[config.mk]
export PLATFORM = sky130hd
export DESIGN_NAME = rv32i_instruction_decoder
export DESIGN_NICKNAME = d
export VERILOG_FILES = /design/src/rv32i_dec_pkg.sv /design/src/rv32i_dec_core.sv /design/src/rv32i_instruction_decoder.sv
export SDC_FILE = /design/constraint.sdc
export NUM_CORES = 1
export LEC_CHECK = 0
export BUFFER_PORTS_ARGS = -buffer_cell sky130_fd_sc_hd__buf_4
export CORE_ASPECT_RATIO = 1.5
export CORE_MARGIN = 3
export CORE_UTILIZATION = 50
export CTS_CLUSTER_DIAMETER = 200
export DETAILED_ROUTE_END_ITERATION = 16
export PLACE_DENSITY_LB_ADDON = 0.15
export SLEW_MARGIN = 20
export SYNTH_ARGS = -nofsm -noshare
export SYNTH_HDL_FRONTEND = slang
export SYNTH_HIERARCHICAL = 1
export SYNTH_SLANG_ARGS = --single-unit
[constraint.sdc]
create_clock -name i_clk -period 4.55 [get_ports i_clk]
set_clock_uncertainty 0.15 [all_clocks]
set_input_delay 0 -clock i_clk [delete_from_list [all_inputs] [get_ports i_clk]]
set_output_delay 0 -clock i_clk [all_outputs]
set_load 0.05 [all_outputs]
[src/rv32i_dec_pkg.sv]
// Shared types and constants for the RV32I instruction decoder.
// Holds opcodes, format and mnemonic codes and the decoded result record.
// No dependencies.
package rv32i_dec_pkg;

    localparam logic [6:0] OPC_LUI    = 7'b0110111;
    localparam logic [6:0] OPC_AUIPC  = 7'b0010111;
    localparam logic [6:0] OPC_JAL    = 7'b1101111;
    localparam logic [6:0] OPC_JALR   = 7'b1100111;
    localparam logic [6:0] OPC_LOAD   = 7'b0000011;
    localparam logic [6:0] OPC_OPIMM  = 7'b0010011;
    localparam logic [6:0] OPC_SYSTEM = 7'b1110011;
    localparam logic [6:0] OPC_BRANCH = 7'b1100011;
    localparam logic [6:0] OPC_STORE  = 7'b0100011;
    localparam logic [6:0] OPC_OP     = 7'b0110011;
    localparam logic [6:0] OPC_FENCE  = 7'b0001111;

    localparam logic [6:0] F7_ZERO = 7'h00;
    localparam logic [6:0] F7_ALT  = 7'h20;

    localparam int unsigned IN_DATA_W  = 32;
    localparam int unsigned OUT_DATA_W = 64;

    typedef enum logic [2:0] {
        FMT_INVALID = 3'd0,
        FMT_R       = 3'd1,
        FMT_I       = 3'd2,
        FMT_S       = 3'd3,
        FMT_B       = 3'd4,
        FMT_U       = 3'd5,
        FMT_J       = 3'd6,
        FMT_FENCE   = 3'd7
    } t_fmt;

    typedef enum logic [5:0] {
        MN_NONE   = 6'd0,
        MN_ADD    = 6'd1,  MN_SUB   = 6'd2,  MN_SLL   = 6'd3,  MN_SLT   = 6'd4,
        MN_SLTU   = 6'd5,  MN_XOR   = 6'd6,  MN_SRL   = 6'd7,  MN_SRA   = 6'd8,
        MN_OR     = 6'd9,  MN_AND   = 6'd10, MN_JALR  = 6'd11, MN_LB    = 6'd12,
        MN_LH     = 6'd13, MN_LW    = 6'd14, MN_LBU   = 6'd15, MN_LHU   = 6'd16,
        MN_ADDI   = 6'd17, MN_SLTI  = 6'd18, MN_SLTIU = 6'd19, MN_XORI  = 6'd20,
        MN_ORI    = 6'd21, MN_ANDI  = 6'd22, MN_SLLI  = 6'd23, MN_SRLI  = 6'd24,
        MN_SRAI   = 6'd25, MN_ECALL = 6'd26, MN_EBRK  = 6'd27, MN_SB    = 6'd28,
        MN_SH     = 6'd29, MN_SW    = 6'd30, MN_BEQ   = 6'd31, MN_BNE   = 6'd32,
        MN_BLT    = 6'd33, MN_BGE   = 6'd34, MN_BLTU  = 6'd35, MN_BGEU  = 6'd36,
        MN_LUI    = 6'd37, MN_AUIPC = 6'd38, MN_JAL   = 6'd39, MN_FENCE = 6'd40
    } t_mnem;

    typedef struct packed {
        t_fmt               fmt;
        logic [6:0]         opc;
        logic [4:0]         rd;
        logic [4:0]         rs1;
        logic [4:0]         rs2;
        logic [2:0]         f3;
        logic [6:0]         f7;
        logic signed [20:0] imm;
        t_mnem              mnem;
    } t_dec_result;

endpackage

[src/rv32i_dec_core.sv]
// Combinational field split, immediate build and mnemonic lookup for one
// RV32I word. Depends on rv32i_dec_pkg.
module rv32i_dec_core
    import rv32i_dec_pkg::*;
(
    input  logic [31:0] i_instr,
    output t_dec_result o_result
);

    logic [6:0]  w_opc;
    logic [4:0]  w_rd;
    logic [2:0]  w_f3;
    logic [4:0]  w_rs1;
    logic [4:0]  w_rs2;
    logic [6:0]  w_f7;
    logic [11:0] w_imm_i;

    assign w_opc   = i_instr[6:0];
    assign w_rd    = i_instr[11:7];
    assign w_f3    = i_instr[14:12];
    assign w_rs1   = i_instr[19:15];
    assign w_rs2   = i_instr[24:20];
    assign w_f7    = i_instr[31:25];
    assign w_imm_i = i_instr[31:20];

    always_comb begin
        o_result      = '0;
        o_result.fmt  = FMT_INVALID;
        o_result.mnem = MN_NONE;
        o_result.opc  = w_opc;
        unique case (w_opc)
            OPC_LUI, OPC_AUIPC: begin
                o_result.fmt  = FMT_U;
                o_result.rd   = w_rd;
                o_result.imm  = {i_instr[31], i_instr[31:12]};
                o_result.mnem = (w_opc == OPC_LUI) ? MN_LUI : MN_AUIPC;
            end
            OPC_JAL: begin
                o_result.fmt  = FMT_J;
                o_result.rd   = w_rd;
                o_result.imm  = {i_instr[31], i_instr[19:12], i_instr[20],
                                 i_instr[30:21], 1'b0};
                o_result.mnem = MN_JAL;
            end
            OPC_JALR, OPC_LOAD, OPC_OPIMM, OPC_SYSTEM: begin
                o_result.fmt = FMT_I;
                o_result.rd  = w_rd;
                o_result.rs1 = w_rs1;
                o_result.f3  = w_f3;
                o_result.imm = {{9{i_instr[31]}}, w_imm_i};
                if (w_opc == OPC_JALR) begin
                    o_result.mnem = (w_f3 == 3'd0) ? MN_JALR : MN_NONE;
                end else if (w_opc == OPC_LOAD) begin
                    unique case (w_f3)
                        3'd0:    o_result.mnem = MN_LB;
                        3'd1:    o_result.mnem = MN_LH;
                        3'd2:    o_result.mnem = MN_LW;
                        3'd4:    o_result.mnem = MN_LBU;
                        3'd5:    o_result.mnem = MN_LHU;
                        default: o_result.mnem = MN_NONE;
                    endcase
                end else if (w_opc == OPC_OPIMM) begin
                    // shifts carry their funct7 in imm[11:5]
                    unique case (w_f3)
                        3'd0: o_result.mnem = MN_ADDI;
                        3'd1: o_result.mnem = (w_f7 == F7_ZERO) ? MN_SLLI : MN_NONE;
                        3'd2: o_result.mnem = MN_SLTI;
                        3'd3: o_result.mnem = MN_SLTIU;
                        3'd4: o_result.mnem = MN_XORI;
                        3'd5: o_result.mnem = (w_f7 == F7_ZERO) ? MN_SRLI :
                                              (w_f7 == F7_ALT)  ? MN_SRAI : MN_NONE;
                        3'd6: o_result.mnem = MN_ORI;
                        3'd7: o_result.mnem = MN_ANDI;
                    endcase
                end else if (w_f3 == 3'd0 && w_rd == 5'd0 && w_rs1 == 5'd0) begin
                    o_result.mnem = (w_imm_i == 12'd0) ? MN_ECALL :
                                    (w_imm_i == 12'd1) ? MN_EBRK  : MN_NONE;
                end
            end
            OPC_BRANCH: begin
                o_result.fmt = FMT_B;
                o_result.rs1 = w_rs1;
                o_result.rs2 = w_rs2;
                o_result.f3  = w_f3;
                o_result.imm = {{8{i_instr[31]}}, i_instr[31], i_instr[7],
                                i_instr[30:25], i_instr[11:8], 1'b0};
                unique case (w_f3)
                    3'd0:    o_result.mnem = MN_BEQ;
                    3'd1:    o_result.mnem = MN_BNE;
                    3'd4:    o_result.mnem = MN_BLT;
                    3'd5:    o_result.mnem = MN_BGE;
                    3'd6:    o_result.mnem = MN_BLTU;
                    3'd7:    o_result.mnem = MN_BGEU;
                    default: o_result.mnem = MN_NONE;
                endcase
            end
            OPC_STORE: begin
                o_result.fmt = FMT_S;
                o_result.rs1 = w_rs1;
                o_result.rs2 = w_rs2;
                o_result.f3  = w_f3;
                o_result.imm = {{9{i_instr[31]}}, w_f7, w_rd};
                unique case (w_f3)
                    3'd0:    o_result.mnem = MN_SB;
                    3'd1:    o_result.mnem = MN_SH;
                    3'd2:    o_result.mnem = MN_SW;
                    default: o_result.mnem = MN_NONE;
                endcase
            end
            OPC_OP: begin
                o_result.fmt = FMT_R;
                o_result.rd  = w_rd;
                o_result.rs1 = w_rs1;
                o_result.rs2 = w_rs2;
                o_result.f3  = w_f3;
                o_result.f7  = w_f7;
                if (w_f7 == F7_ZERO) begin
                    unique case (w_f3)
                        3'd0: o_result.mnem = MN_ADD;
                        3'd1: o_result.mnem = MN_SLL;
                        3'd2: o_result.mnem = MN_SLT;
                        3'd3: o_result.mnem = MN_SLTU;
                        3'd4: o_result.mnem = MN_XOR;
                        3'd5: o_result.mnem = MN_SRL;
                        3'd6: o_result.mnem = MN_OR;
                        3'd7: o_result.mnem = MN_AND;
                    endcase
                end else if (w_f7 == F7_ALT && w_f3 == 3'd0) begin
                    o_result.mnem = MN_SUB;
                end else if (w_f7 == F7_ALT && w_f3 == 3'd5) begin
                    o_result.mnem = MN_SRA;
                end
            end
            OPC_FENCE: begin
                o_result.fmt  = FMT_FENCE;
                o_result.f3   = w_f3;
                o_result.mnem = (w_f3 == 3'd0) ? MN_FENCE : MN_NONE;
            end
            default: begin
                // unknown opcode: only the opcode field is passed on
                o_result.fmt = FMT_INVALID;
            end
        endcase
    end

endmodule

[src/rv32i_instruction_decoder.sv]
// RV32I instruction decoder top level: input register, decode core and
// output register with stream handshakes. Depends on rv32i_dec_pkg and
// rv32i_dec_core.
//
// Usage:
//   Slave channel (i_s_*) takes one 32-bit instruction word per transaction.
//   Master channel (o_m_*) returns one decoded record per transaction.
//   A transaction completes on a rising edge with tvalid and tready high.
//   A word accepted on an edge is held in the input register, decoded
//   combinationally and captured into the output register, from which it
//   shows on the master side. The path is input register, decode logic,
//   output register, so one word is taken every cycle while the receiver
//   does not stall; throughput is one per clock under that condition.
//   Each register stage advances when it is empty or the stage after it
//   drains, so the slave side keeps accepting while a result waits.
//   When the receiver stalls, the output record holds and the input stage
//   fills; tready drops only once both stages are occupied.
//   Reset (i_rst_n low, synchronous) drops both stage valids; data held in
//   the stages is discarded and no transaction is in flight afterward.
module rv32i_instruction_decoder
    import rv32i_dec_pkg::*;
(
    input  logic                  i_clk,
    input  logic                  i_rst_n,
    input  logic                  i_s_tvalid,
    output logic                  o_s_tready,
    // [31:0] instruction_word
    input  logic [IN_DATA_W-1:0]  i_s_tdata,
    output logic                  o_m_tvalid,
    input  logic                  i_m_tready,
    // [2:0] format_class, [9:3] opcode_bits, [14:10] dest_reg,
    // [19:15] src_reg_one, [24:20] src_reg_two, [27:25] minor_func,
    // [34:28] major_func, [55:35] immediate, [61:56] mnemonic_code, [63:62] 0
    output logic [OUT_DATA_W-1:0] o_m_tdata
);

    logic        r_in_vld;
    logic        n_in_vld;
    logic [31:0] r_in_word;
    logic        r_out_vld;
    logic        n_out_vld;
    t_dec_result r_out_res;
    t_dec_result w_dec_res;
    logic        w_out_ready;
    logic        w_in_ready;

    rv32i_dec_core u_core (
        .i_instr  (r_in_word),
        .o_result (w_dec_res)
    );

    assign w_out_ready = !r_out_vld || i_m_tready;
    assign w_in_ready  = !r_in_vld || w_out_ready;

    always_comb begin
        n_in_vld  = r_in_vld;
        n_out_vld = r_out_vld;
        if (w_in_ready) begin
            n_in_vld = i_s_tvalid;
        end
        if (w_out_ready) begin
            n_out_vld = r_in_vld;
        end
    end

    always_ff @(posedge i_clk) begin
        if (!i_rst_n) begin
            r_in_vld  <= 1'b0;
            r_out_vld <= 1'b0;
        end else begin
            r_in_vld  <= n_in_vld;
            r_out_vld <= n_out_vld;
        end
    end

    always_ff @(posedge i_clk) begin
        if (w_in_ready && i_s_tvalid) begin
            r_in_word <= i_s_tdata;
        end
        if (w_out_ready && r_in_vld) begin
            r_out_res <= w_dec_res;
        end
    end

    assign o_s_tready = w_in_ready;
    assign o_m_tvalid = r_out_vld;
    assign o_m_tdata  = {2'b00, r_out_res.mnem, r_out_res.imm, r_out_res.f7,
                         r_out_res.f3, r_out_res.rs2, r_out_res.rs1,
                         r_out_res.rd, r_out_res.opc, r_out_res.fmt};

endmodule

==> out/results.tsv <==
metric	value	unit
path_clk_slew	70	ps
wl_met3	671	um
diodes	0	
cts_buffers	9	
dr.max_layer_used	met4	
slew_violations	0	
seq_area	2860	um2
drive_above_1_share	0.282	
synth_edf_count	94	
grt_max_degree	63	
cts-root-buf	clkbuf_16	
vias_per_cell	5.87	
clk_path_buf_depth	2	
dieHeight	122	um
remaining_drc_errors	0	
drt-wirelength-per-cell	20.7	um
setup.worst_path.start_class	register	
reg2reg_depth	6	
worstPathMaxFanout	13	
htree_levels	3	
coreArea	8570	um2
drt-met1-wl	4.43	mm
rsz0062_at_grt	false	
post-dp-hpwl	8.17	mm
initial_utilization	0.522	
overflow	0	
setup_tns	0	ps
io_buffer_count	99	
synth.cell_area	4480	um2
ys.flop_type	edfxtp_1	
finalPower	2060	uW
rows	41	
synthArstFlopShare	0	
fmaxAchievable	371	MHz
nFillCells	622	
hold_depth	3	
cts_tree	built	
drt_iter0_drc	332	
yosys_warnings	6	
seq_area_frac_synth	0.640	
worst_pin_slew	935	ps
max_cap_violations	0	
cts_setup_buffers	0	
die_w	83.3	um
met2_length	6.28	mm
drtPass1Iterations	5	
fin_crit	2700	ps
wirelength	11.8	mm
avgSynthCellArea	13.4	um2
gp_congestion	0.899	
grt_pass1_wl	18.3	mm
dieArea	10100	um2
cts.sink_count	96	
ant_nets	0	
clock_latency	340	ps
vias	3356	
io_pins	102	
finalHoldViolCount	0	
grt_util_all_layers	0.239	
peakVddDrop	0.000264	V
grt_pass1_vias	3304	
setup_viol_count_final	0	
critPathKind	register to register	
antenna_found_initial	0	
maxSlewHeadroom	0.372	
multiInputGateArea	1430	um2
syn_inst	333	
yosysUniqueCellTypes	65	
p_leak	0.00225	uW
area.growth.synth_to_final	32.2	%
status	complete, no violations	
critPathCaptureType	register	
nets	502	
cts.repair.resized	0	
synth_seq_cells	96	
min_period_over_period	0.593	
worstHoldPathType	input pin to register	
required	4470	ps
crit_arrival	2620	ps
powerDensity	349	nW/um2
[stage by stage]
step                      instances  hold WS, ps  utilization  area [um2]  setup WS (ps)
after floorplan                 334        -51.1            -        4480            449
after global placement          518         28.2        0.611        5230           1860
after detailed placement        518         29.2        0.611        5230           1790
after CTS                       570          213        0.686        5870           1760
after global routing            572          189        0.691        5920           1600
final                           572          174        0.691        5920           1850
[layer usage]
layer / vias to the layer above / GRT usage
li1: 1545 / -
met1: 1623 / 0.286
met2: 159 / 0.417
met3: 29 / 0.0413
met4: 0 / 0.118
met5: - / 0
[layout make-up]
type	instances	share of cell area
Clock buffer	10	0.0387
Clock inverter	6	0.00867
Multi-Input combinational cell	200	0.241
Inverter	14	0.00888
Sequential cell	96	0.484
Tap cell	107	0.0226
Timing Repair Buffer	139	0.196
[power breakdown]
part	leakage, uW	internal [uW]	switching, uW
Sequential	0.000885	1020	42.3
Combinational	0.00124	106	188
Clock	0.000127	377	328
Total	0.00225	1510	558
[cells in the final DEF, fill, tap and decap left out, drive strengths merged, types with 8 or more instances in the layout]
| cell type | synthesis | routed |
|---|---|---|
| a221o | 8 | 8 |
| nand3 | 9 | 9 |
| edfxtp | 94 | 94 |
| and2 | 22 | 22 |
| o21ai | 10 | 10 |
| dlygate4sd3 | 0 | 36 |
| nor2 | 20 | 20 |
| inv | 14 | 16 |
| nor2b | 9 | 9 |
| buf | 21 | 102 |
| clkbuf | 3 | 11 |
| nand2 | 19 | 19 |
| nor3 | 8 | 8 |
[registers in the layout, indices dropped and copies added (netlist names)]
register and cells:
r_in_word 32, o_m_tdata 62, o_m_tvalid 1, r_in_vld 1
[cells by family (layout without fill, tap and decap cells)]
group | count (synthesis) | count (layout) | synth area share
and+or+nand+nor | 112 | 112 | 0.148
DFF | 96 | 96 | 0.640
AOI/OAI and AO/OA | 78 | 78 | 0.142
buffers and inverters | 38 | 169 | 0.0486
adders and majority gates | 6 | 6 | 0.0168
other | 1 | 2 | 0.000838
xor gates and xnor gates | 1 | 1 | 0.00196
muxes | 1 | 1 | 0.00224
[synth_stat cells, drive strengths merged (3+ instances only)]
| master | count | area [um2] |
|---|---|---|
| o21ai | 10 | 50.1 |
| a222oi | 6 | 60.1 |
| nor3 | 8 | 45.0 |
| nand3b | 3 | 35.0 |
| nand2 | 19 | 73.8 |
| a221o | 8 | 80.1 |
| nand3 | 9 | 45.0 |
| inv | 14 | 52.6 |
| buf | 21 | 154 |
| a221oi | 5 | 56.3 |
| o211ai | 4 | 35.0 |
| ha | 6 | 75.1 |
| a211o | 3 | 26.3 |
| and2 | 22 | 138 |
| or3 | 3 | 18.8 |
| edfxtp | 94 | 2820 |
| nor2 | 20 | 75.1 |
| clkbuf | 3 | 11.3 |
| nor2b | 9 | 63.8 |
| nor4 | 6 | 37.5 |
| a21oi | 6 | 30.0 |
| o21a | 4 | 30.0 |
| a21boi | 3 | 22.5 |
| a22o | 6 | 52.6 |
[worst paths after layout]
| path | from | slack [ps] | to |
|---|---|---|---|
| worst max-delay path | r_in_word[13] | 1850 | o_m_tdata[56] |
| worst min-delay path | i_m_tready | 170 | r_in_word[18] |
| worst max register to register | r_in_word[13] | 1850 | o_m_tdata[56] |
| worst min register to register | r_in_word[8] | 470 | o_m_tdata[11] |
[worst max-delay path: stages, from the launching register on]
cell	delay, ps
edfxtp_1	490
inv_1	120
ha_1	390
or4_1	550
and3_1	240
a221oi_1	360
o211ai_1	130
[what timing repair did]
| item | CTS | global route |
|---|---|---|
| endpoints found under the setup margin | 0 | 0 |
| hold buffers | 36 | 0 |
| endpoints found under the hold margin | 34 | 0 |
No activity file was read; power rests on OpenSTA's default activity.
